$ cat src/design/glc_pkg.sv
// shared types and sizing for the gemtext line classifier
`timescale 1ns / 1ps

package glc_pkg;

  localparam int BLANK_HOLD_DEPTH = 32;
  localparam int HOLD_AW = $clog2(BLANK_HOLD_DEPTH);
  localparam int HOLD_CW = $clog2(BLANK_HOLD_DEPTH + 1);

  typedef struct packed {
    logic [7:0] text_byte;
    logic       end_of_text;
  } in_item_t;

  typedef struct packed {
    logic [7:0] content_byte;
    logic       has_content;
    logic [3:0] line_kind;
    logic       line_begin;
    logic       line_end;
    logic       last_of_run;
  } res_item_t;

  typedef struct packed {
    logic load;
    logic step_go;
    logic fl_start;
    logic fl_emit;
    logic drain;
  } ctrl_cmd_t;

  typedef struct packed {
    logic done;
    logic need_flush;
    logic step_emit;
    logic fl_last;
    logic stage_v;
    logic adv;
  } dp_status_t;

endpackage

$ cat src/design/glc_ram.sv
// generic single write port, single read port ram with registered read
`timescale 1ns / 1ps

module glc_ram #(
  parameter int WIDTH = 8,
  parameter int DEPTH = 32
) (
  input  logic                     clk,
  input  logic                     we,
  input  logic [$clog2(DEPTH)-1:0] waddr,
  input  logic [WIDTH-1:0]         wdata,
  input  logic                     re,
  input  logic [$clog2(DEPTH)-1:0] raddr,
  output logic [WIDTH-1:0]         rdata
);

  logic [WIDTH-1:0] mem_r [DEPTH];
  logic [WIDTH-1:0] rdata_r;

  always_ff @(posedge clk) begin
    if (we) begin
      mem_r[waddr] <= wdata;
    end
    if (re) begin
      rdata_r <= mem_r[raddr];
    end
  end

  assign rdata = rdata_r;

endmodule

$ cat src/design/glc_ctrl.sv
// sequencing controller for the gemtext line classifier
`timescale 1ns / 1ps

module glc_ctrl import glc_pkg::*; (
  input  logic       clk,
  input  logic       rst_n,
  input  logic       in_valid,
  output logic       in_stall,
  input  dp_status_t st,
  output ctrl_cmd_t  cmd
);

  localparam logic [1:0] S_IDLE     = 2'd0;
  localparam logic [1:0] S_STEP     = 2'd1;
  localparam logic [1:0] S_FL_START = 2'd2;
  localparam logic [1:0] S_FL_EMIT  = 2'd3;

  logic [1:0] state_r, state_nxt;

  always_comb begin
    cmd       = '0;
    state_nxt = state_r;
    unique case (state_r)
      S_IDLE: begin
        if (in_valid) begin
          cmd.load  = 1'b1;
          state_nxt = S_STEP;
        end
      end
      S_STEP: begin
        if (st.done) begin
          if (!st.stage_v) begin
            state_nxt = S_IDLE;
          end else if (st.adv) begin
            cmd.drain = 1'b1;
            state_nxt = S_IDLE;
          end
        end else if (st.need_flush) begin
          state_nxt = S_FL_START;
        end else if (!st.step_emit || st.adv) begin
          cmd.step_go = 1'b1;
        end
      end
      S_FL_START: begin
        cmd.fl_start = 1'b1;
        state_nxt    = S_FL_EMIT;
      end
      S_FL_EMIT: begin
        if (st.adv) begin
          cmd.fl_emit = 1'b1;
          if (st.fl_last) begin
            state_nxt = S_STEP;
          end
        end
      end
      default: begin
        state_nxt = S_IDLE;
      end
    endcase
  end

  always_ff @(posedge clk) begin
    if (!rst_n) begin
      state_r <= S_IDLE;
    end else begin
      state_r <= state_nxt;
    end
  end

  assign in_stall = (state_r != S_IDLE);

endmodule

$ cat src/design/glc_dp.sv
// parse state, byte queue, held blank store and result registers
`timescale 1ns / 1ps

module glc_dp import glc_pkg::*; (
  input  logic       clk,
  input  logic       rst_n,
  input  in_item_t   in_data,
  input  ctrl_cmd_t  cmd,
  output dp_status_t st,
  input  logic       out_stall,
  output logic       out_valid,
  output res_item_t  out_data
);

  localparam logic [2:0] PH_AWAIT     = 3'd0;
  localparam logic [2:0] PH_PREFIX    = 3'd1;
  localparam logic [2:0] PH_LEAD      = 3'd2;
  localparam logic [2:0] PH_CONTENT   = 3'd3;
  localparam logic [2:0] PH_URL_AFTER = 3'd4;
  localparam logic [2:0] PH_PRE_START = 3'd5;
  localparam logic [2:0] PH_PRE_BODY  = 3'd6;

  localparam logic [3:0] K_PARA  = 4'd0;
  localparam logic [3:0] K_H1    = 4'd1;
  localparam logic [3:0] K_H2    = 4'd2;
  localparam logic [3:0] K_H3    = 4'd3;
  localparam logic [3:0] K_LIST  = 4'd4;
  localparam logic [3:0] K_QUOTE = 4'd5;
  localparam logic [3:0] K_URL   = 4'd6;
  localparam logic [3:0] K_DESC  = 4'd7;
  localparam logic [3:0] K_PRE   = 4'd8;
  localparam logic [3:0] K_END   = 4'd9;

  localparam logic [7:0] CH_SPACE = 8'h20;
  localparam logic [7:0] CH_TAB   = 8'h09;
  localparam logic [7:0] CH_NL    = 8'h0a;
  localparam logic [7:0] CH_HASH  = 8'h23;
  localparam logic [7:0] CH_EQ    = 8'h3d;
  localparam logic [7:0] CH_GT    = 8'h3e;
  localparam logic [7:0] CH_STAR  = 8'h2a;
  localparam logic [7:0] CH_TICK  = 8'h60;

  function automatic logic is_blank(input logic [7:0] c);
    return (c == CH_SPACE) || (c == CH_TAB);
  endfunction

  // parse state
  logic [2:0]         phase_r, phase_nxt;
  logic [3:0]         kind_r, kind_nxt;
  logic               started_r, started_nxt;
  logic [7:0]         la_r [3];
  logic [7:0]         la_nxt [3];
  logic [1:0]         la_cnt_r, la_cnt_nxt;
  logic [HOLD_CW-1:0] held_cnt_r, held_cnt_nxt;
  logic [1:0]         fence_r, fence_nxt;
  // bytes still to run through the current phase
  logic [7:0]         q_r [4];
  logic [7:0]         q_nxt [4];
  logic [2:0]         q_cnt_r, q_cnt_nxt;
  logic               eot_r, eot_nxt;
  logic [HOLD_AW-1:0] fl_idx_r, fl_idx_nxt;
  // one result is staged so the last one of an item can be marked
  res_item_t          stage_r, stage_nxt;
  logic               stage_v_r, stage_v_nxt;
  res_item_t          out_r, out_nxt;
  logic               out_v_r, out_v_nxt;

  logic [7:0]         b;
  logic               has_b;
  logic [7:0]         q_pop [4];
  logic [7:0]         rep_q [4];
  logic [2:0]         rep_cnt;
  logic [7:0]         fen_q [4];
  logic [2:0]         fen_cnt;
  logic               m_h1, m_url, m_h2, m_pre, m_h3;
  logic               held_nz, held_full, fl_last, adv;

  // step plan
  logic [2:0]         p_phase;
  logic [3:0]         p_kind;
  logic [1:0]         p_fence;
  logic [7:0]         p_la [3];
  logic [1:0]         p_la_cnt;
  logic [7:0]         p_q [4];
  logic [2:0]         p_q_cnt;
  logic               p_unstart, p_emit, p_hold, p_held_clr, p_flush, p_reset, p_eot_clr;
  res_item_t          p_res, fl_res;

  logic               ram_we, ram_re;
  logic [HOLD_AW-1:0] ram_raddr;
  logic [0:0]         ram_wdata, ram_rdata;

  assign b         = q_r[0];
  assign has_b     = (q_cnt_r != 3'd0);
  assign held_nz   = (held_cnt_r != '0);
  assign held_full = (held_cnt_r == HOLD_CW'(BLANK_HOLD_DEPTH));
  assign fl_last   = ((HOLD_CW'(fl_idx_r) + HOLD_CW'(1)) == held_cnt_r);
  assign adv       = !out_v_r || !out_stall;

  assign m_h1  = (la_cnt_r == 2'd1) && (la_r[0] == CH_HASH) && is_blank(b);
  assign m_url = (la_cnt_r == 2'd1) && (la_r[0] == CH_EQ) && (b == CH_GT);
  assign m_h2  = (la_cnt_r == 2'd2) && (la_r[0] == CH_HASH) && (la_r[1] == CH_HASH)
                 && is_blank(b);
  assign m_pre = (la_cnt_r == 2'd2) && (la_r[0] == CH_TICK) && (la_r[1] == CH_TICK)
                 && (b == CH_TICK);
  assign m_h3  = (la_cnt_r == 2'd3) && (la_r[0] == CH_HASH) && (la_r[1] == CH_HASH)
                 && (la_r[2] == CH_HASH) && is_blank(b);

  // queue shapes: pop, paragraph replay, fence replay
  always_comb begin
    for (int i = 0; i < 3; i++) begin
      q_pop[i] = q_r[i + 1];
    end
    q_pop[3] = 8'h00;

    rep_q = '{default: 8'h00};
    for (int i = 0; i < 3; i++) begin
      if (i < int'(la_cnt_r)) begin
        rep_q[i] = la_r[i];
      end
    end
    if (has_b) begin
      rep_q[la_cnt_r] = b;
    end
    rep_cnt = {1'b0, la_cnt_r} + {2'b00, has_b};

    fen_q = '{default: 8'h00};
    for (int i = 0; i < 2; i++) begin
      if (i < int'(fence_r)) begin
        fen_q[i] = CH_TICK;
      end
    end
    if (has_b) begin
      fen_q[fence_r] = b;
    end
    fen_cnt = {1'b0, fence_r} + {2'b00, has_b};
  end

  // what one step does with the head byte, or with end of text once the queue is empty
  always_comb begin
    p_phase    = phase_r;
    p_kind     = kind_r;
    p_fence    = fence_r;
    p_la       = la_r;
    p_la_cnt   = la_cnt_r;
    p_q        = q_r;
    p_q_cnt    = q_cnt_r;
    p_unstart  = 1'b0;
    p_emit     = 1'b0;
    p_hold     = 1'b0;
    p_held_clr = 1'b0;
    p_flush    = 1'b0;
    p_reset    = 1'b0;
    p_eot_clr  = 1'b0;
    p_res      = '{content_byte: 8'h00, has_content: 1'b0, line_kind: kind_r,
                   line_begin: !started_r, line_end: 1'b0, last_of_run: 1'b0};

    if (has_b) begin
      unique case (phase_r)
        PH_PREFIX: begin
          if ((b == CH_NL) || ((la_cnt_r == 2'd3) && !m_h3)) begin
            p_q        = rep_q;
            p_q_cnt    = rep_cnt;
            p_kind     = K_PARA;
            p_unstart  = 1'b1;
            p_held_clr = 1'b1;
            p_fence    = 2'd0;
            p_phase    = PH_CONTENT;
            p_la_cnt   = 2'd0;
          end else begin
            p_q     = q_pop;
            p_q_cnt = q_cnt_r - 3'd1;
            if (m_h1 || m_url || m_h2 || m_pre || m_h3) begin
              p_la_cnt   = 2'd0;
              p_unstart  = 1'b1;
              p_held_clr = 1'b1;
              p_fence    = 2'd0;
              p_phase    = PH_LEAD;
              if (m_h1) begin
                p_kind = K_H1;
              end else if (m_url) begin
                p_kind = K_URL;
              end else if (m_h2) begin
                p_kind = K_H2;
              end else if (m_pre) begin
                p_kind = K_PRE;
              end else begin
                p_kind = K_H3;
              end
            end else begin
              p_la[la_cnt_r] = b;
              p_la_cnt       = la_cnt_r + 2'd1;
            end
          end
        end
        PH_LEAD: begin
          if (is_blank(b)) begin
            p_q     = q_pop;
            p_q_cnt = q_cnt_r - 3'd1;
          end else if (kind_r == K_PRE) begin
            p_phase = PH_PRE_START;
            p_fence = 2'd0;
          end else begin
            p_phase = PH_CONTENT;
          end
        end
        PH_CONTENT: begin
          if (b == CH_NL) begin
            p_emit          = 1'b1;
            p_res.line_end  = 1'b1;
            p_held_clr      = 1'b1;
            p_phase         = PH_AWAIT;
            p_q             = q_pop;
            p_q_cnt         = q_cnt_r - 3'd1;
          end else if (is_blank(b)) begin
            if (kind_r == K_URL) begin
              // a blank ends the url, the rest may become a description
              p_emit         = 1'b1;
              p_res.line_end = 1'b1;
              p_held_clr     = 1'b1;
              p_phase        = PH_URL_AFTER;
              p_q            = q_pop;
              p_q_cnt        = q_cnt_r - 3'd1;
            end else if (held_full) begin
              p_flush = 1'b1;
            end else begin
              p_hold  = 1'b1;
              p_q     = q_pop;
              p_q_cnt = q_cnt_r - 3'd1;
            end
          end else if (held_nz) begin
            p_flush = 1'b1;
          end else begin
            p_emit             = 1'b1;
            p_res.content_byte = b;
            p_res.has_content  = 1'b1;
            p_q                = q_pop;
            p_q_cnt            = q_cnt_r - 3'd1;
          end
        end
        PH_URL_AFTER: begin
          if (is_blank(b)) begin
            p_q     = q_pop;
            p_q_cnt = q_cnt_r - 3'd1;
          end else if (b == CH_NL) begin
            p_phase = PH_AWAIT;
            p_q     = q_pop;
            p_q_cnt = q_cnt_r - 3'd1;
          end else begin
            p_kind     = K_DESC;
            p_unstart  = 1'b1;
            p_held_clr = 1'b1;
            p_fence    = 2'd0;
            p_phase    = PH_CONTENT;
          end
        end
        PH_PRE_START: begin
          if (b == CH_TICK) begin
            p_q     = q_pop;
            p_q_cnt = q_cnt_r - 3'd1;
            if (fence_r >= 2'd2) begin
              p_fence        = 2'd0;
              p_emit         = 1'b1;
              p_res.line_end = 1'b1;
              p_held_clr     = 1'b1;
              p_phase        = PH_AWAIT;
            end else begin
              p_fence = fence_r + 2'd1;
            end
          end else begin
            // partial fence turns back into body bytes
            p_q     = fen_q;
            p_q_cnt = fen_cnt;
            p_fence = 2'd0;
            p_phase = PH_PRE_BODY;
          end
        end
        PH_PRE_BODY: begin
          if (is_blank(b)) begin
            if (held_full) begin
              p_flush = 1'b1;
            end else begin
              p_hold  = 1'b1;
              p_q     = q_pop;
              p_q_cnt = q_cnt_r - 3'd1;
            end
          end else if (held_nz) begin
            p_flush = 1'b1;
          end else begin
            p_emit             = 1'b1;
            p_res.content_byte = b;
            p_res.has_content  = 1'b1;
            p_q                = q_pop;
            p_q_cnt            = q_cnt_r - 3'd1;
            if (b == CH_NL) begin
              p_phase = PH_PRE_START;
              p_fence = 2'd0;
            end
          end
        end
        default: begin
          p_q     = q_pop;
          p_q_cnt = q_cnt_r - 3'd1;
          p_phase = PH_AWAIT;
          if (b == CH_GT || b == CH_STAR) begin
            p_kind     = (b == CH_GT) ? K_QUOTE : K_LIST;
            p_unstart  = 1'b1;
            p_held_clr = 1'b1;
            p_fence    = 2'd0;
            p_phase    = PH_LEAD;
          end else if (!is_blank(b) && b != CH_NL) begin
            p_la[0]  = b;
            p_la_cnt = 2'd1;
            p_phase  = PH_PREFIX;
          end
        end
      endcase
    end else if (eot_r) begin
      unique case (phase_r) inside
        PH_PREFIX: begin
          p_q        = rep_q;
          p_q_cnt    = rep_cnt;
          p_kind     = K_PARA;
          p_unstart  = 1'b1;
          p_held_clr = 1'b1;
          p_fence    = 2'd0;
          p_phase    = PH_CONTENT;
          p_la_cnt   = 2'd0;
        end
        PH_PRE_START: begin
          p_q     = fen_q;
          p_q_cnt = fen_cnt;
          p_fence = 2'd0;
          p_phase = PH_PRE_BODY;
        end
        PH_LEAD, PH_CONTENT, PH_PRE_BODY: begin
          p_emit         = 1'b1;
          p_res.line_end = 1'b1;
          p_held_clr     = 1'b1;
          p_phase        = PH_AWAIT;
        end
        default: begin
          p_emit    = 1'b1;
          p_res     = '{content_byte: 8'h00, has_content: 1'b0, line_kind: K_END,
                        line_begin: 1'b0, line_end: 1'b0, last_of_run: 1'b0};
          p_reset   = 1'b1;
          p_eot_clr = 1'b1;
        end
      endcase
    end
  end

  assign fl_res = '{content_byte: ram_rdata[0] ? CH_TAB : CH_SPACE, has_content: 1'b1,
                    line_kind: kind_r, line_begin: !started_r, line_end: 1'b0,
                    last_of_run: 1'b0};

  // held blanks are spaces or tabs, one bit each
  assign ram_we    = cmd.step_go && p_hold;
  assign ram_wdata = (b == CH_TAB);
  assign ram_re    = cmd.fl_start || (cmd.fl_emit && !fl_last);
  assign ram_raddr = cmd.fl_start ? '0 : (fl_idx_r + HOLD_AW'(1));

  glc_ram #(
    .WIDTH (1),
    .DEPTH (BLANK_HOLD_DEPTH)
  ) u_held_ram (
    .clk   (clk),
    .we    (ram_we),
    .waddr (held_cnt_r[HOLD_AW-1:0]),
    .wdata (ram_wdata),
    .re    (ram_re),
    .raddr (ram_raddr),
    .rdata (ram_rdata)
  );

  always_comb begin
    phase_nxt    = phase_r;
    kind_nxt     = kind_r;
    started_nxt  = started_r;
    la_nxt       = la_r;
    la_cnt_nxt   = la_cnt_r;
    held_cnt_nxt = held_cnt_r;
    fence_nxt    = fence_r;
    q_nxt        = q_r;
    q_cnt_nxt    = q_cnt_r;
    eot_nxt      = eot_r;
    fl_idx_nxt   = fl_idx_r;
    stage_nxt    = stage_r;
    stage_v_nxt  = stage_v_r;
    out_nxt      = out_r;
    out_v_nxt    = out_stall ? out_v_r : 1'b0;

    if (cmd.load) begin
      q_nxt[0]  = in_data.text_byte;
      q_cnt_nxt = in_data.end_of_text ? 3'd0 : 3'd1;
      eot_nxt   = in_data.end_of_text;
    end

    if (cmd.step_go) begin
      phase_nxt  = p_phase;
      kind_nxt   = p_kind;
      fence_nxt  = p_fence;
      la_nxt     = p_la;
      la_cnt_nxt = p_la_cnt;
      q_nxt      = p_q;
      q_cnt_nxt  = p_q_cnt;
      if (p_eot_clr) begin
        eot_nxt = 1'b0;
      end
      if (p_emit) begin
        started_nxt = !p_res.line_end;
      end
      if (p_unstart) begin
        started_nxt = 1'b0;
      end
      if (p_held_clr) begin
        held_cnt_nxt = '0;
      end
      if (p_hold) begin
        held_cnt_nxt = held_cnt_r + HOLD_CW'(1);
      end
      if (p_reset) begin
        phase_nxt    = PH_AWAIT;
        kind_nxt     = K_PARA;
        started_nxt  = 1'b0;
        la_cnt_nxt   = 2'd0;
        held_cnt_nxt = '0;
        fence_nxt    = 2'd0;
      end
    end

    if (cmd.fl_start) begin
      fl_idx_nxt = '0;
    end
    if (cmd.fl_emit) begin
      started_nxt = 1'b1;
      if (fl_last) begin
        held_cnt_nxt = '0;
      end else begin
        fl_idx_nxt = fl_idx_r + HOLD_AW'(1);
      end
    end

    // staged result moves out when a newer one arrives or the item finishes
    if ((cmd.step_go && p_emit) || cmd.fl_emit) begin
      stage_nxt   = cmd.fl_emit ? fl_res : p_res;
      stage_v_nxt = 1'b1;
      if (stage_v_r) begin
        out_nxt             = stage_r;
        out_nxt.last_of_run = 1'b0;
        out_v_nxt           = 1'b1;
      end
    end
    if (cmd.drain) begin
      out_nxt             = stage_r;
      out_nxt.last_of_run = 1'b1;
      out_v_nxt           = 1'b1;
      stage_v_nxt         = 1'b0;
    end
  end

  always_ff @(posedge clk) begin
    la_r     <= la_nxt;
    q_r      <= q_nxt;
    fl_idx_r <= fl_idx_nxt;
    stage_r  <= stage_nxt;
    out_r    <= out_nxt;
    if (!rst_n) begin
      phase_r    <= PH_AWAIT;
      kind_r     <= K_PARA;
      started_r  <= 1'b0;
      la_cnt_r   <= 2'd0;
      held_cnt_r <= '0;
      fence_r    <= 2'd0;
      q_cnt_r    <= 3'd0;
      eot_r      <= 1'b0;
      stage_v_r  <= 1'b0;
      out_v_r    <= 1'b0;
    end else begin
      phase_r    <= phase_nxt;
      kind_r     <= kind_nxt;
      started_r  <= started_nxt;
      la_cnt_r   <= la_cnt_nxt;
      held_cnt_r <= held_cnt_nxt;
      fence_r    <= fence_nxt;
      q_cnt_r    <= q_cnt_nxt;
      eot_r      <= eot_nxt;
      stage_v_r  <= stage_v_nxt;
      out_v_r    <= out_v_nxt;
    end
  end

  assign st.done       = !has_b && !eot_r;
  assign st.need_flush = p_flush;
  assign st.step_emit  = p_emit;
  assign st.fl_last    = fl_last;
  assign st.stage_v    = stage_v_r;
  assign st.adv        = adv;

  assign out_valid = out_v_r;
  assign out_data  = out_r;

endmodule

$ cat src/design/gemtext_line_classifier.sv
// top level of the gemtext line classifier
`timescale 1ns / 1ps

// Takes a gemtext document one byte per item and returns its content bytes, each tagged
// with its line kind, plus line begin/end marks and a closing end-of-text result.
// An item is taken only when the block is idle. Each item goes through a load, then
// its parse steps, then a closing step that releases its last result, if any. A change
// of line phase that looks at the byte again (prefix replay, lead-in to content, url to
// description, fence replay) takes a further step, and so does each replayed prefix
// or fence byte; end of text settles each pending action in a step of its own before
// the step for its end result. Trailing blanks sit in a one-bit-per-entry ram; a flush
// first sees the need, then starts its single registered read port, then sends the
// blanks out in turn. A stalled output holds back every step that has a result to pass
// on. The last result of every item stays in a
// one-deep staging register until the item is finished, so last_of_run can be marked,
// and a finished result waits in the output register while the next item is taken.
// The blank store needs no clearing pass after reset: entries are only read below the
// count of blanks held.

module gemtext_line_classifier import glc_pkg::*; (
  input  logic      clk,
  input  logic      rst_n,
  // input items
  input  logic      in_valid,
  output logic      in_stall,
  input  in_item_t  in_data,
  // result items
  output logic      out_valid,
  input  logic      out_stall,
  output res_item_t out_data
);

  ctrl_cmd_t  cmd;
  dp_status_t st;

  // sequencer: load, step through queued bytes, flush held blanks, drain
  glc_ctrl u_ctrl (
    .clk      (clk),
    .rst_n    (rst_n),
    .in_valid (in_valid),
    .in_stall (in_stall),
    .st       (st),
    .cmd      (cmd)
  );

  // parse state, blank store and the result registers
  glc_dp u_dp (
    .clk       (clk),
    .rst_n     (rst_n),
    .in_data   (in_data),
    .cmd       (cmd),
    .st        (st),
    .out_stall (out_stall),
    .out_valid (out_valid),
    .out_data  (out_data)
  );

`ifndef SYNTHESIS
  // a step that produces a result only fires when the output side can move
  a_step_emit_adv: assert property (@(posedge clk) disable iff (!rst_n)
    (cmd.step_go && st.step_emit) |-> st.adv)
    else $error("step result issued while output blocked");

  // a flushed blank only goes out when the output side can move
  a_flush_adv: assert property (@(posedge clk) disable iff (!rst_n)
    cmd.fl_emit |-> st.adv)
    else $error("flush result issued while output blocked");

  // a new item is taken only once the previous one is fully worked off
  a_accept_clean: assert property (@(posedge clk) disable iff (!rst_n)
    (in_valid && !in_stall) |-> (st.done && !st.stage_v))
    else $error("item accepted with work pending");

  // a flush starts only when a step asked for it
  a_flush_start: assert property (@(posedge clk) disable iff (!rst_n)
    cmd.fl_start |-> st.need_flush)
    else $error("flush started without held blanks to release");
`endif

endmodule

$ cat config.mk
export PLATFORM = sky130hd
export DESIGN_NAME = gemtext_line_classifier
export DESIGN_NICKNAME = d
export VERILOG_FILES = /design/src/design/glc_pkg.sv /design/src/design/glc_ram.sv /design/src/design/glc_ctrl.sv /design/src/design/glc_dp.sv /design/src/design/gemtext_line_classifier.sv
export SDC_FILE = /design/constraint.sdc
export NUM_CORES = 1
export LEC_CHECK = 0
export ABC_AREA = 1
export BUFFER_PORTS_ARGS = -buffer_cell sky130_fd_sc_hd__buf_2
export CORE_MARGIN = 2
export CORE_UTILIZATION = 34
export DETAILED_ROUTE_END_ITERATION = 12
export HOLD_SLACK_MARGIN = 0.03
export PLACE_DENSITY = 0.61
export SETUP_SLACK_MARGIN = 0.05
export SYNTH_ARGS = -nofsm -noshare
export SYNTH_HDL_FRONTEND = slang
export SYNTH_SLANG_ARGS = --single-unit
$ cat constraint.sdc
create_clock -name clk -period 7.35 [get_ports clk]
set_clock_uncertainty 0.15 [all_clocks]
set_input_delay 0.735 -clock clk [delete_from_list [all_inputs] [get_ports clk]]
set_output_delay 0.735 -clock clk [all_outputs]
set_load 0.01 [all_outputs]
* After elaboration in Yosys (flattened, before gate mapping)
Memory sizes are Yosys's and may differ from the RTL's. A register that Yosys moved wholly into a read port is not among the register bits.
Index checks and enable logic that the tools add are counted.
** Word-level totals
- Flip-flop bits (word level) :: 118
- RAM bits :: 32
- Bits of input ports :: 13
- Output and inout bits :: 18
- Word-level logic and storage cells :: 416
- Memories :: 1
** Memory list
- u_dp.u_held_ram.mem_r :: depth 32, bits a word 1, read ports 1, clocked after memory_dff 1, wr ports 1, RTL line glc_ram.sv:17 : logic [WIDTH-1:0] mem_r [DEPTH];
** Operators by class
- Add/subtract/negate cells :: 8
- $lt $le $gt $ge :: 10
- Equal/unequal tests :: 59
- Multiplexer cells :: 221
- Bitwise gates (word level) :: 6
- Reductions and logical operators :: 81
** Operator list (number)
- 32-bit two-way mux :: 16
- 32-bit case mux with 6 select lines :: 1
- 3-bit two-way mux :: 32
- 16-bit two-way mux :: 5
- 1-bit two-way mux :: 71
- 32-bit bitwise mux :: 2
- 2-bit two-way mux :: 32
- 8-bit two-way mux :: 8
- 32-bit case mux with 2 select lines :: 1
- 8-bit by 6-bit equality test with 1-bit output, second input constant :: 7
- 4-bit two-way mux :: 13
- 24-bit two-way mux :: 2
- 4-bit != test, second input constant :: 11
- 6-bit two-way mux :: 7
- 9-bit two-way mux :: 4
- 3-bit case mux with 6 select lines :: 2
- 8-bit demux with 2-bit select :: 2
- 5-bit two-way mux :: 6
- 5-bit != test, second input constant :: 5
- 24-bit bitwise mux :: 1
- 8-bit by 7-bit equality test with 1-bit output, second input constant :: 3
- 1-bit logical AND :: 22
- 5-bit AND reduction :: 4
- 9-bit case mux with 2 select lines :: 1
- other kinds (58) :: 127

* Logic depth before layout (Yosys ltp)
Gate-level depths: netlist (run 1).
- Word-level depth :: 17
- Depth in mapped cells :: 20
- Mapped depth without buffers :: 18

* Modules after synthesis
Synthesis (run 1) repeated with hierarchy kept, for this count alone.
** Second synthesis, totals
- Cell total of the unflattened synthesis :: 1470
- Area total of the unflattened synthesis :: 10666.5 um2
** Modules (own cells, without submodules)
- glc_dp :: instances 1, cells each 1265, area each 8858.5 um2, sequential area each 3183.1 um2
- glc_ram :: instances 1, cells each 160, area each 1565.3 um2, sequential area each 991.0 um2
- glc_ctrl :: instances 1, cells each 45, area each 242.7 um2, sequential area each 40.0 um2

* Worst setup path after synthesis (run 1)
OpenSTA, ideal clock, no wires.
- Path kind :: register to register
- Start point :: register u_dp.q_r (netlist bit u_dp.b[5])
- End point :: register u_dp.q_r (netlist bit u_dp.q_pop[21]), data pin
- Data arrival time :: 2635 ps
- Data required time :: 6926 ps
- Path slack :: 4292 ps
- Cell stages (with the launch flop) :: 15
- Buffers on the path :: 2
- Period minus slack after synthesis :: 3058 ps
- Cells stage by stage :: edfxtp_1 > buf_2 > nor2_2 > nand2_2 > nor2_1 > nor2_4 > nor2_4 > buf_2 > nand2_1 > nand2_1 > a21oi_1 > nor2_1 > o21ai_1 > a21oi_1 > o22ai_1
** RTL lines
- start, declared :: RTL line glc_dp.sv:57 : logic [7:0] q_r [4];
- start signal, assigned :: RTL line glc_dp.sv:464 : q_r <= q_nxt;

* Worst setup path after layout (run 1)
- Start point :: register u_dp.q_r (netlist bit u_dp.b[4])
- End point :: register u_dp.la_r[17] in the netlist's numbering, enable pin
** On the way
- Cells in the longest elaborated chain, start to end :: 13
- Elaborated cells on any way between the ends :: 45
** RTL lines
- 8-bit by 6-bit equality test with 1-bit output / 8-bit by 4-bit equality test with 1-bit output (equally long branches) :: RTL line glc_dp.sv:44 : return (c == CH_SPACE) || (c == CH_TAB);
- 1-bit logical OR :: RTL line glc_dp.sv:44
- 1-bit two-way mux :: RTL line glc_dp.sv:215 : end else if (is_blank(b)) begin
- 1-bit two-way mux :: RTL line glc_dp.sv:208 : if (b == CH_NL) begin
- 1-bit case mux with 3 select lines :: RTL line glc_dp.sv:159 : unique case (phase_r)
- 1-bit two-way mux :: RTL line glc_dp.sv:158 : if (has_b) begin
- 1-bit zero test :: RTL line glc_ctrl.sv:40 : end else if (!st.step_emit || st.adv) begin
- 1-bit logical OR :: RTL line glc_ctrl.sv:40
- 1-bit two-way mux :: RTL line glc_ctrl.sv:40
- 1-bit two-way mux :: RTL line glc_ctrl.sv:38 : end else if (st.need_flush) begin
- 1-bit two-way mux :: RTL line glc_ctrl.sv:31 : if (st.done) begin
- 1-bit two-way mux :: RTL line glc_ctrl.sv:23 : unique case (state_r)
- 7-bit AND reduction (no source line) (*)
- end signal, assigned :: RTL line glc_dp.sv:463 : la_r <= la_nxt;
- end, declared :: RTL line glc_dp.sv:51 : logic [7:0] la_r [3];
Mark *: on every way between the ends. The rest lies on a longest branch, timed or not.
A chain may end at the register's enable or synchronous reset.

==> impl_summary.log, run 1 <==
[metrics] outcome: completed
[metrics] unrepaired setup endpoints after global routing: false
[metrics] flop and latch count out of synthesis: 151
[metrics] Clock transition at path regs: 0.07 ns
[metrics] Synth Net Count: 1673
[metrics] clock sink count: 151
[metrics] synthesized area divided by synthesized cell count: 6.933 sq um
[metrics] Core Box Area: 0.03270 sq mm
[metrics] Antenna Diode Count: 0
[metrics] leading cell types by count after synthesis: sky130_fd_sc_hd__nand2_1, sky130_fd_sc_hd__nor2_1, sky130_fd_sc_hd__o21ai_0, sky130_fd_sc_hd__inv_1, sky130_fd_sc_hd__edfxtp_1
[metrics] fin area: 0.01235 sq mm
[metrics] CTS root buffer: sky130_fd_sc_hd__clkbuf_16
[metrics] cell with the most instances after synthesis: sky130_fd_sc_hd__nand2_1
[metrics] number of cells on the worst hold path: 2
[metrics] initial standard-cell utilization of the core: 0.3477
[metrics] DRC violations left: 0
[metrics] final routed wire length divided by cell count: 19.49 microns
[metrics] count of pins over their slew limit: 0
[metrics] Worst Path Arrival: approximately 4.1 ns
[metrics] share of the synthesized area in the top cell type: 0.3143
[metrics] crit path launch type: register
[metrics] CTS tree: built
[metrics] first-pass detailed-route iteration total: 6
[metrics] average vias per placed instance: 5.578
[metrics] input/output buffers: 30
[metrics] Cell variety after synth: 53
[metrics] number of buffers added for setup after CTS: 0
[metrics] Filler Cells Inserted: 3504
[metrics] maximum number of pins on one net before global-route repair: 57
[metrics] total cell area at the placement stage: approximately 0.012 sq mm
[metrics] Initial DRC Count: 1435
[metrics] Max transition margin: 0.2325
[metrics] synthesis-to-finish area growth: 8.616%
[metrics] overall overflow remaining after global route: 0
[metrics] final antenna-violating net count: 0
[metrics] Static Leakage: 4.786 nW
[metrics] synthesized instance count: between 1500 and 2000
[metrics] total number of yosys warnings: 0
[metrics] worst hold path endpoint: u_dp.out_data[0]$_SDFFE_PP1P_
[metrics] startpoint of the lowest-slack register-to-register path: u_dp.b[4]$_DFFE_PP_
[metrics] P per Cell Area: 258.7 mW/mm^2
[metrics] horizontal die dimension: 186.9 microns
[metrics] share of post-route cells with drive strength above 1: 0.09817
[metrics] Worst R2R Setup Slack: ~3.1 ns
[metrics] part of the cycle the worst path needs: 0.5779
[metrics] clock network latency to the later pin of the worst-skew pair: 0.43 ns
[metrics] die height: 186.9 microns
[metrics] Crit Path Max Fanout: 48
[metrics] total standard cell area after synthesis: 0.01137 sq mm
[metrics] GRT Resource Usage Total: 0.2294
[metrics] share of flip-flops with an asynchronous set or reset after synthesis: 0
[metrics] count of hold-fix buffers inserted at cts: 0
[metrics] most area-hungry cell type in the Yosys netlist: sky130_fd_sc_hd__edfxtp_1
[metrics] Synth Flop Type: sky130_fd_sc_hd__edfxtp_1
[metrics] wire length of the first global-routing pass: 62820 microns
[metrics] Hold WS: approximately 0.30 ns
[metrics] clock buffers created by TritonCTS: 17
[metrics] number of H-tree branching levels: 4
[metrics] number of antenna violations at the first check in global routing: 0
[metrics] Max Cap Viol: 0
[metrics] endpoints failing hold: 0
[metrics] final RePlAce weighted congestion: 0.9247
[metrics] FP Rows: 66
[metrics] Setup crit end kind: register
[metrics] via count of the first global-routing pass: between 10000 and 15000
[metrics] quantity of gates resized following cts: 0
[metrics] critical register-to-register path endpoint: u_dp.la_r[17]$_DFFE_PP_
[metrics] die footprint: around 0.035 sq mm
[metrics] type of the worst setup path: reg -> reg
[metrics] final critical-path required period: 4.248 ns
[metrics] number of enable flip-flop cells after synthesis: 119
[metrics] worst min-delay path class: reg -> reg
[metrics] required time at the endpoint of the critical path: 7.25 ns
[metrics] sequential element share of the synthesized area: 0.3706
[metrics] hold path start: u_dp.out_data[0]$_SDFFE_PP1P_
[metrics] top area cells in the synthesized netlist: sky130_fd_sc_hd__edfxtp_1, sky130_fd_sc_hd__nand2_1, sky130_fd_sc_hd__nor2_1
[metrics] pin slew with the least headroom to its limit: 1.147 ns
[metrics] register area: 0.004214 sq mm
[metrics] Post-DP HPWL: 28150 microns
[metrics] vias after detailed routing: 11610
[metrics] nets@finish: 1660
[metrics] start point of the critical path: u_dp.b[4]$_DFFE_PP_
[metrics] Bufs on Longest Clock Path: 2
[metrics] Total Routed Length: 40590 microns
[metrics] depth of the worst register-to-register path: 11
[metrics] Worst IR Drop VDD: between 0.00015 and 0.0002 V
[metrics] total negative slack for setup checks: 0 ns
[metrics] Max Clk Rate: about 0.24 GHz
[metrics] number of failing setup endpoints in the final timing report: 0
[metrics] Boundary Pins: 31
[metrics] Multi-input gate area: 0.006115 sq mm
report_power, final:
part | leakage [nW] | switching [mW] | total (mW) | internal (mW)
registers | 1.40 | 0.0980 | 1.14 | 1.04
clock network | 0.266 | 0.412 | 0.859 | 0.448
logic | 3.12 | 0.873 | 1.19 | 0.320
total | 4.79 | 1.38 | 3.19 | 1.81
worst max-delay path by stage:
| stage | slack, ns | cells after the start | end |
|---|---|---|---|
| final | 3.10 | 11 | u_dp.la_r[17]$_DFFE_PP_ |
| after global routing | 2.75 | 11 | u_dp.la_r[17]$_DFFE_PP_ |
| after CTS | 3.12 | 11 | u_dp.la_r[17]$_DFFE_PP_ |
| after detailed placement | 3.15 | 11 | u_dp.la_r[17]$_DFFE_PP_ |
| after global placement | 3.22 | 11 | u_dp.la_r[16]$_DFFE_PP_ |
| after floorplan | 4.29 | 14 | u_dp.q_pop[21]$_DFFE_PP_ |
metal layers:
| layer | track usage | vias up | part of all wire |
|---|---|---|---|
| li1 | - | 5529 | - |
| met1 | 0.3045 | 5378 | 0.42 |
| met2 | 0.3589 | 569 | 0.45 |
| met3 | 0.03734 | 137 | 0.081 |
| met4 | 0.1218 | 0 | 0.049 |
| met5 | 0 | - | 0 |
cell families (layout without fill, tap and decap cells):
logic type / count (synthesis) / count (layout) / share of synthesized area
AOI/OAI and AO/OA: 388 / 388 / 0.1951
xor gates and xnor gates: 7 / 7 / 0.005392
adders and majority gates: 20 / 20 / 0.02201
buffers and inverters: 254 / 254 / 0.09178
DFF: 151 / 151 / 0.3706
and+or+nand+nor: 820 / 820 / 0.3151
sequential cells by signal, indices dropped and copies added, names as in the netlist, 2 cells and up:
register,cells
u_dp.u_held_ram.mem_r,32
u_dp.la_r,24
u_dp.q_pop,24
u_dp.out_data,16
u_dp.stage_r,15
u_dp.b,8
u_dp.held_cnt_r,6
u_dp.fl_idx_r,5
u_dp.kind_r,4
u_dp.phase_r,3
u_dp.q_cnt_r,3
u_ctrl.state_r,2
u_dp.fence_r,2
u_dp.la_cnt_r,2
cell usage in the layout, fill, tap and decap left out, drive strengths merged:
cell type,Yosys,routed
edfxtp,119,119
o22ai,22,22
a22oi,11,11
a21oi,95,95
nor4,3,3
clkinvlp,0,3
inv,181,190
a31oi,2,2
nor3,25,25
a32oi,2,2
o211ai,9,9
nor3b,1,1
o32ai,8,8
and2,1,1
a221oi,2,2
a41oi,1,1
nand2,377,377
o21ai,204,204
o221ai,3,3
clkinv,2,4
xor2,5,5
nor2,272,272
o311ai,1,1
o2111ai,21,21
or2,1,1
dfxtp,32,32
a21boi,2,2
nand3,120,120
o21bai,1,1
o31ai,3,3
ha,20,20
a211oi,1,1
nand4,20,20
xnor2,2,2
buf,35,39
clkbuf,36,18
area by class of cell:
| cell class | instances | area share |
|---|---|---|
| multi-input cells | 1235 | 0.4951 |
| flip-flops and latches | 151 | 0.3412 |
| inverters | 183 | 0.05603 |
| well taps | 442 | 0.04478 |
| clock buffers | 18 | 0.03475 |
| repair buffers | 39 | 0.01763 |
| clock inverters | 14 | 0.01044 |
critical path, stage by stage (launching register included):
cell	delay (ns)
sky130_fd_sc_hd__edfxtp_1	0.55
sky130_fd_sc_hd__inv_2	0.17
sky130_fd_sc_hd__nand2_1	0.07
sky130_fd_sc_hd__nor2_1	0.18
sky130_fd_sc_hd__nand2_2	0.09
sky130_fd_sc_hd__nand2_2	0.84
sky130_fd_sc_hd__nand2_1	0.14
sky130_fd_sc_hd__nand3_2	0.13
sky130_fd_sc_hd__nand2_4	0.11
sky130_fd_sc_hd__a21oi_4	0.24
sky130_fd_sc_hd__nand2_4	0.25
sky130_fd_sc_hd__nor3_1	0.91
through the flow:
| step | total power [mW] | instances | setup slack [ns] | util |
|---|---|---|---|---|
| after floorplan | 1.962 | 1640 | 4.292 | - |
| after global placement | 2.319 | 2050 | 3.223 | 0.3606 |
| after detailed placement | 2.325 | 2050 | 3.147 | 0.3606 |
| after CTS | 3.182 | 2082 | 3.120 | 0.3776 |
| after global routing | 3.381 | 2082 | 2.754 | 0.3776 |
| final | 3.195 | 2082 | 3.102 | 0.3776 |
Power figures use the tool's default switching activity.
==> run 2, diff against run 1 <==
--- a/config.mk
+++ b/config.mk
@@ -11,7 +11,7 @@
 export CORE_UTILIZATION = 34
 export DETAILED_ROUTE_END_ITERATION = 12
 export HOLD_SLACK_MARGIN = 0.03
-export PLACE_DENSITY = 0.61
+export PLACE_DENSITY = 0.62
 export SETUP_SLACK_MARGIN = 0.05
 export SYNTH_ARGS = -nofsm -noshare
 export SYNTH_HDL_FRONTEND = slang
==> constraint.sdc (replaced) <==
create_clock -name clk -period 3.7 [get_ports clk]
set_clock_uncertainty 0.15 [all_clocks]
set_input_delay 0.37 -clock clk [delete_from_list [all_inputs] [get_ports clk]]
set_output_delay 0.37 -clock clk [all_outputs]
set_load 0.01 [all_outputs]
==> run 2 against run 1 <==
Effect of this change: via count increased by 2.8%; clock power grew 120%; maximum frequency up 26%; combinational power increased by 110%; sequential share of layout area decreased by 0.93 points; utilization up 1.1 points.
==> impl_summary.log, run 2 (synthesis results as in run 1) <==
[metrics] Worst Path Arrival: 3.37 ns (-0.77 ns)
[metrics] worst-case setup slack after placement: 0.3881 ns (-2.759 ns)
[metrics] vias after detailed routing: 11940 (+2.8%)
[metrics] pin slew with the least headroom to its limit: 0.9904 ns (-0.1567 ns)
[metrics] input/output buffers: 30 (unchanged)
[metrics] horizontal die dimension: 186.9 microns (unchanged)
[metrics] Core Box Area: 0.03270 sq mm (unchanged)
[metrics] final RePlAce weighted congestion: 0.9991 (+8.0%)
[metrics] P per Cell Area: 519.3 mW/mm^2 (+100%)
[metrics] number of buffers added for setup after CTS: 0 (unchanged)
[metrics] worst-path cell with the longest stage delay: sky130_fd_sc_hd__edfxtp_1
[metrics] clock buffers created by TritonCTS: 17 (unchanged)
[metrics] Post-DP HPWL: 29390 microns (+4.4%)
[metrics] Bufs on Longest Clock Path: 2 (unchanged)
[metrics] critical path's most frequent cell: sky130_fd_sc_hd__nand2_4
[metrics] count of pins over their slew limit: 0 (unchanged)
[metrics] register containing the most flip-flops in the final layout: u_dp.u_held_ram.mem_r
[metrics] worst min-delay path class: in -> reg
[metrics] Crit Path Max Fanout: 22 (-54%)
[metrics] Max Clk Rate: 0.2972 GHz (+26%)
[metrics] final routed wire length divided by cell count: 19.46 microns (-0.17%)
[metrics] total cell area at the placement stage: 0.01208 sq mm (+2.5%)
[metrics] crit path launch type: register
[metrics] number of failing setup endpoints in the final timing report: 0 (unchanged)
[metrics] number of antenna violations at the first check in global routing: 1 (+1)
[metrics] first-pass detailed-route iteration total: 8 (+2)
[metrics] total negative slack for setup checks: 0 ns (unchanged)
[metrics] Clock transition at path regs: 0.07 ns (about the same)
[metrics] endpoints failing hold: 0 (unchanged)
[metrics] final critical-path required period: 3.365 ns (-0.8831 ns)
[metrics] Setup crit end kind: register
[metrics] die height: 186.9 microns (unchanged)
[metrics] Boundary Pins: 31 (unchanged)
[metrics] most common cell after layout, fill and taps aside: sky130_fd_sc_hd__nand2_1
[metrics] CTS root buffer: sky130_fd_sc_hd__clkbuf_16
[metrics] flip-flop count of the largest register, all copies and words added: 32 (unchanged)
[metrics] delay of the slowest cell on the worst path: 0.55 ns (-0.36 ns)
[metrics] GRT Resource Usage Total: 0.2350 (+0.005542)
[metrics] Antenna Diode Count: 0 (unchanged)
[metrics] DRC violations left: 0 (unchanged)
[metrics] nets@finish: 1697 (+2.2%)
[metrics] FP Rows: 66 (unchanged)
[metrics] via count of the first global-routing pass: 11280 (+4.0%)
[metrics] clock network latency to the later pin of the worst-skew pair: 0.44 ns (about the same)
[metrics] Initial DRC Count: 1394 (-2.9%)
[metrics] wire length of the first global-routing pass: 64520 microns (+2.7%)
[metrics] outcome: completed
[metrics] Max Cap Viol: 0 (unchanged)
[metrics] die footprint: 0.03492 sq mm (unchanged)
[metrics] CTS tree: built
[metrics] unrepaired setup endpoints after global routing: false
[metrics] Max transition margin: 0.3373 (+0.1048)
[metrics] part of the cycle the worst path needs: 0.9094 (+0.3315)
[metrics] synthesis-to-finish area growth: 11.65%
[metrics] final antenna-violating net count: 0 (unchanged)
[metrics] share of post-route cells with drive strength above 1: 0.1187 (+0.02049)
[metrics] type of the worst setup path: reg -> reg
[metrics] Final Worst Setup Slack: 0.3352 ns (-2.767 ns)
[metrics] series of cell instances along the critical path: inv_2 -> nand2_1 -> nor2_1 -> nand2_2 -> nand2_2 -> nand2_1 -> nand3_2 -> nand2_4 -> a21oi_4 -> nand2_4 -> inv_4 -> nand2_4 -> inv_4 -> nand2_4 -> nor2_1
[metrics] most used cells in the layout excluding fill and tap cells: sky130_fd_sc_hd__nand2_1, sky130_fd_sc_hd__nor2_1, sky130_fd_sc_hd__o21ai_0, sky130_fd_sc_hd__inv_1, sky130_fd_sc_hd__edfxtp_1
[metrics] quantity of gates resized following cts: 0 (unchanged)
[metrics] initial standard-cell utilization of the core: 0.3477 (unchanged)
[metrics] average vias per placed instance: 5.634 (+1.0%)
[metrics] Static Leakage: 5.012 nW (+4.7%)
[metrics] clock sink count: 151 (unchanged)
[metrics] number of H-tree branching levels: 4 (unchanged)
[metrics] fin area: 0.01269 sq mm (+2.8%)
[metrics] required time at the endpoint of the critical path: 3.70 ns (-3.55 ns)
[metrics] Worst IR Drop VDD: 0.0002174 V (+9.1%)
[metrics] count of hold-fix buffers inserted at cts: 0 (unchanged)
[metrics] maximum number of pins on one net before global-route repair: 55 (-3.5%)
[metrics] overall power consumption: 6.593 mW (+110%)
[metrics] Total Routed Length: 41240 microns (+1.6%)
[metrics] overall overflow remaining after global route: 0 (unchanged)
==> run 2: cell types whose count changed in the layout (fill, tap and decap cells not counted), sizes merged <==
cell,change
clkinv,+2
buf,+37
inv,-2
clkinvlp,-2
bufinv,+2
==> run 2: through the flow <==
stage / hold slack, ns / instances / util
after floorplan: 0.2893 / 1640 / -
after global placement: 0.2893 / 2087 / 0.3695
after detailed placement: 0.2854 / 2087 / 0.3695
after CTS: 0.08000 / 2119 / 0.3882
after global routing: 0.09867 / 2119 / 0.3882
final: 0.1023 / 2119 / 0.3882
==> run 2: layer usage <==
layer / GRT usage / share of wire / vias to the layer above
li1: - / - / 5596
met1: 0.3168 / 0.42 / 5572
met2: 0.3736 / 0.45 / 671
met3: 0.04747 / 0.098 / 99
met4: 0.08425 / 0.031 / 0
met5: 0 / 0 / -
==> run 2: layout make-up <==
type | count | area, sq um
clock buffers | 18 | 429.2
clock inverters | 14 | 181.4
repair buffers | 76 | 508.0
fillers | 3448 | 20010
well taps | 442 | 553.0
multi-input cells | 1235 | 6117
inverters | 183 | 691.9
flip-flops and latches | 151 | 4214
==> run 2: path summary, 6_finish.rpt <==
kind | from | to | slack (ns) | cells past startpoint
setup / recovery | u_dp.b[1]$_DFFE_PP_ | u_dp.u_held_ram.mem_r[14]$_DFFE_PP_ | 0.34 | 15
hold / removal | in_data[4] | u_dp.b[3]$_DFFE_PP_ | 0.10 | 3
hold reg to reg | u_dp.out_data[0]$_SDFFE_PP1P_ | u_dp.out_data[0]$_SDFFE_PP1P_ | 0.30 | 2
setup reg to reg | u_dp.b[1]$_DFFE_PP_ | u_dp.u_held_ram.mem_r[14]$_DFFE_PP_ | 0.34 | 15
==> run 2: worst max-delay path: cells and delay by family (launching register included) <==
family,cells,cell delay (ns)
AO/OA/AOI/OAI,1,0.25
buffers and inverters,3,0.56
flip-flops,1,0.55
AND/OR/NAND/NOR,11,1.56
==> run 2: where the power goes <==
part / total, mW / switching, mW / internal, mW
registers: 2.25 / 0.180 / 2.07
clock network: 1.86 / 0.829 / 1.03
logic: 2.48 / 1.77 / 0.714
==> run 3, diff against run 2 <==
--- a/config.mk
+++ b/config.mk
@@ -8,10 +8,10 @@
 export ABC_AREA = 1
 export BUFFER_PORTS_ARGS = -buffer_cell sky130_fd_sc_hd__buf_2
 export CORE_MARGIN = 2
-export CORE_UTILIZATION = 34
+export CORE_UTILIZATION = 50
 export DETAILED_ROUTE_END_ITERATION = 12
 export HOLD_SLACK_MARGIN = 0.03
-export PLACE_DENSITY = 0.62
+export PLACE_DENSITY = 0.81
 export SETUP_SLACK_MARGIN = 0.05
 export SYNTH_ARGS = -nofsm -noshare
 export SYNTH_HDL_FRONTEND = slang
==> run 3 against run 2 <==
Effect of this change: total power decreased by 0.12%; critical path type unchanged; via count up 2.4%; critical path depth is 4 lower; utilization rose by 16 points; maximum frequency rose by 0.43%; cell count down 7.8%; die area is 31% lower; design area fell by 2.1%; global-route usage increased by 7.9 points; largest cell class unchanged; sequential share of layout area up 0.72 points; clock power hardly changed.
==> impl_summary.log, run 3 (synthesis results as in run 1) <==
[metrics] outcome: completed
[metrics] final routed wire length divided by cell count: 19.54 microns (+0.40%)
[metrics] CTS root buffer: sky130_fd_sc_hd__clkbuf_16
[metrics] delay-heaviest family, CP: compound AO/OA/AOI/OAI gates
[metrics] number of H-tree branching levels: 4 (unchanged)
[metrics] Setup crit end kind: register
[metrics] Switching Power: 2.778 mW (about the same)
[metrics] share of post-route cells with drive strength above 1: 0.1133 (-0.005355)
[metrics] met3 track utilization from global routing: 0.1003 (+0.05284)
[metrics] Clock transition at path regs: 0.08 ns (about the same)
[metrics] number of failing setup endpoints in the final timing report: 0 (unchanged)
[metrics] quantity of gates resized following cts: 0 (unchanged)
[metrics] share of total power in sequential cells: 0.343 (about the same)
[metrics] Crit Path Max Fanout: 11 (-50%)
[metrics] final antenna-violating net count: 0 (unchanged)
[metrics] type of the worst setup path: reg -> reg
[metrics] design internal power: 3.807 mW (-0.20%)
[metrics] part of the cycle the worst path needs: 0.9055 (-0.003859)
[metrics] crit path launch type: register
[metrics] layer with the highest usage: met2
[metrics] Max transition margin: 0.4064 (+0.06916)
[metrics] vias after detailed routing: 12230 (+2.4%)
[metrics] via count of the first global-routing pass: 10920 (-3.2%)
[metrics] met1 layer usage reported by global route: 0.4271 (+0.1103)
[metrics] Worst Path Arrival: 3.52 ns (+0.15 ns)
[metrics] count of hold-fix buffers inserted at cts: 0 (unchanged)
[metrics] Filler Cells Inserted: 2014 (-42%)
[metrics] Post-DP HPWL: 26510 microns (-9.8%)
[metrics] GRT Resource Usage Total: 0.3141 (+0.07916)
[metrics] switching share of power: 0.4219 (+0.0004242)
[metrics] pin slew with the least headroom to its limit: 0.8828 ns (-0.1076 ns)
[metrics] wire length of the first global-routing pass: 59010 microns (-8.5%)
[metrics] Worst IR Drop VDD: 0.0003122 V (+44%)
[metrics] clock network latency to the later pin of the worst-skew pair: 0.45 ns (about the same)
[metrics] Total Routed Length: 38160 microns (-7.5%)
[metrics] flip-flop count of the largest register, all copies and words added: 32 (unchanged)
[metrics] maximum number of pins on one net before global-route repair: 52 (-5.5%)
[metrics] worst-path cell with the longest stage delay: sky130_fd_sc_hd__o32ai_1
[metrics] required time at the endpoint of the critical path: 3.86 ns (+0.16 ns)
[metrics] met2 capacity usage during global routing: 0.4594 (+0.08579)
[metrics] endpoints failing hold: 0 (unchanged)
[metrics] first-pass detailed-route iteration total: 7 (-1)
[metrics] initial standard-cell utilization of the core: 0.5053 (+0.1576)
[metrics] register containing the most flip-flops in the final layout: u_dp.u_held_ram.mem_r
[metrics] die footprint: 0.02396 sq mm (-31%)
[metrics] final critical-path required period: 3.351 ns (-0.01428 ns)
[metrics] Hold WS: 0.08845 ns (-0.01388 ns)
[metrics] most common cell after layout, fill and taps aside: sky130_fd_sc_hd__nand2_1
[metrics] Initial DRC Count: 2247 (+61%)
[metrics] worst min-delay path class: in -> reg
[metrics] CTS tree: built
[metrics] Max Clk Rate: 0.2985 GHz (+0.43%)
[metrics] Core Box Area: 0.02250 sq mm (-31%)
[metrics] clock sink count: 151 (unchanged)
[metrics] number of buffers added for setup after CTS: 0 (unchanged)
[metrics] delay of the slowest cell on the worst path: 0.77 ns (+0.22 ns)
[metrics] most used cells in the layout excluding fill and tap cells: sky130_fd_sc_hd__nand2_1, sky130_fd_sc_hd__nor2_1, sky130_fd_sc_hd__o21ai_0, sky130_fd_sc_hd__inv_1, sky130_fd_sc_hd__edfxtp_1
[metrics] CP bufs+invs: 3 (unchanged)
[metrics] P per Cell Area: 530.0 mW/mm^2 (+2.1%)
[metrics] nets@finish: 1688 (-0.53%)
[metrics] relative contribution of the clock network to total power: 0.282 (about the same)
[metrics] combinational cell fraction of total power: 0.375 (-0.002)
[metrics] clock buffers created by TritonCTS: 17 (unchanged)
[metrics] unrepaired setup endpoints after global routing: false
[metrics] final RePlAce weighted congestion: 1.030 (+3.0%)
[metrics] Boundary Pins: 31 (unchanged)
[metrics] series of cell instances along the critical path: inv_1 -> ha_1 -> inv_1 -> nor2_1 -> o32ai_1 -> inv_1 -> nand2_1 -> o211ai_1 -> o2111ai_1 -> nand2_1 -> nand3_1
[metrics] synthesis-to-finish area growth: 9.277%
[metrics] overall overflow remaining after global route: 0 (unchanged)
[metrics] FP Rows: 55 (-17%)
[metrics] number of antenna violations at the first check in global routing: 0 (-1)
[metrics] Antenna Diode Count: 0 (unchanged)
[metrics] die height: 154.8 microns (-17%)
[metrics] count of pins over their slew limit: 0 (unchanged)
[metrics] total negative slack for setup checks: 0 ns (unchanged)
[metrics] average vias per placed instance: 6.260 (+11%)
[metrics] DRC violations left: 0 (unchanged)
[metrics] input/output buffers: 30 (unchanged)
[metrics] Bufs on Longest Clock Path: 2 (unchanged)
[metrics] critical path's most frequent cell: sky130_fd_sc_hd__inv_1
[metrics] Static Leakage: 4.969 nW (-0.84%)
[metrics] Max Cap Viol: 0 (unchanged)
[metrics] horizontal die dimension: 154.8 microns (-17%)
-- run 3: changes by cell type in the layout (fill, tap and decap cells not counted) --
cell	change
sky130_fd_sc_hd__clkinv_8	-1
sky130_fd_sc_hd__inv_8	+1
sky130_fd_sc_hd__nand2_2	-1
sky130_fd_sc_hd__clkinvlp_4	-1
sky130_fd_sc_hd__buf_4	-9
sky130_fd_sc_hd__inv_6	+1
sky130_fd_sc_hd__nand2_1	+1
-- run 3: path summary, 6_finish.rpt --
kind	startpoint	end	slack, ns	cells past startpoint
hold reg to reg	u_dp.out_data[0]$_SDFFE_PP1P_	u_dp.out_data[0]$_SDFFE_PP1P_	0.33	2
setup reg to reg	u_dp.la_cnt_r[1]$_SDFFE_PN0P_	u_dp.q_pop[29]$_DFFE_PP_	0.35	11
setup / recovery	u_dp.la_cnt_r[1]$_SDFFE_PN0P_	u_dp.q_pop[29]$_DFFE_PP_	0.35	11
hold / removal	in_data[4]	u_dp.b[3]$_DFFE_PP_	0.09	3
-- run 3: per-layer routing --
layer	wire length (microns)	vias to the layer above
li1	-	5583
met1	14360	5470
met2	16080	992
met3	5812	181
met4	1913	0
met5	0	-
-- run 3: stage by stage --
stage	power [mW]	cell area [sq um]	worst slack [ns]	instances	utilization
CTS	6.476	12420	0.4134	1953	0.5521
global route	6.882	12420	0.2195	1953	0.5521
floorplan	3.897	11370	0.6415	1640	-
detailed placement	4.638	11820	0.4471	1921	0.5252
global placement	4.592	11820	0.5878	1921	0.5252
finish	6.585	12420	0.3495	1953	0.5521
-- run 3: worst register-to-register path: cells and delay by family, from the launching register on --
| kind | cells | cell delay, ns |
|---|---|---|
| AO/OA/AOI/OAI | 3 | 0.95 |
| flip-flops | 1 | 0.67 |
| buffers and inverters | 3 | 0.67 |
| AND/OR/NAND/NOR | 4 | 0.48 |
| adder cells (fa/ha/maj) | 1 | 0.30 |
-- run 3: cell type report --
| cell class | count | area, sq um | share of cell area |
|---|---|---|---|
| multi-input cells | 1235 | 6115 | 0.4921 |
| flip-flops and latches | 151 | 4214 | 0.3392 |
| inverters | 183 | 691.9 | 0.05569 |
| clock inverters | 14 | 177.7 | 0.01430 |
| clock buffers | 18 | 429.2 | 0.03454 |
| repair buffers | 67 | 440.4 | 0.03545 |
| well taps | 285 | 356.6 | 0.02870 |
-- run 3: power groups by stage --
stage	Clock (mW)	Sequential [mW]	Combinational (mW)
after CTS	1.86	2.24	2.37
after floorplan	0	2.23	1.67
final	1.86	2.26	2.47
after global placement	0	2.27	2.32
after detailed placement	0	2.28	2.36
after global routing	1.92	2.27	2.69
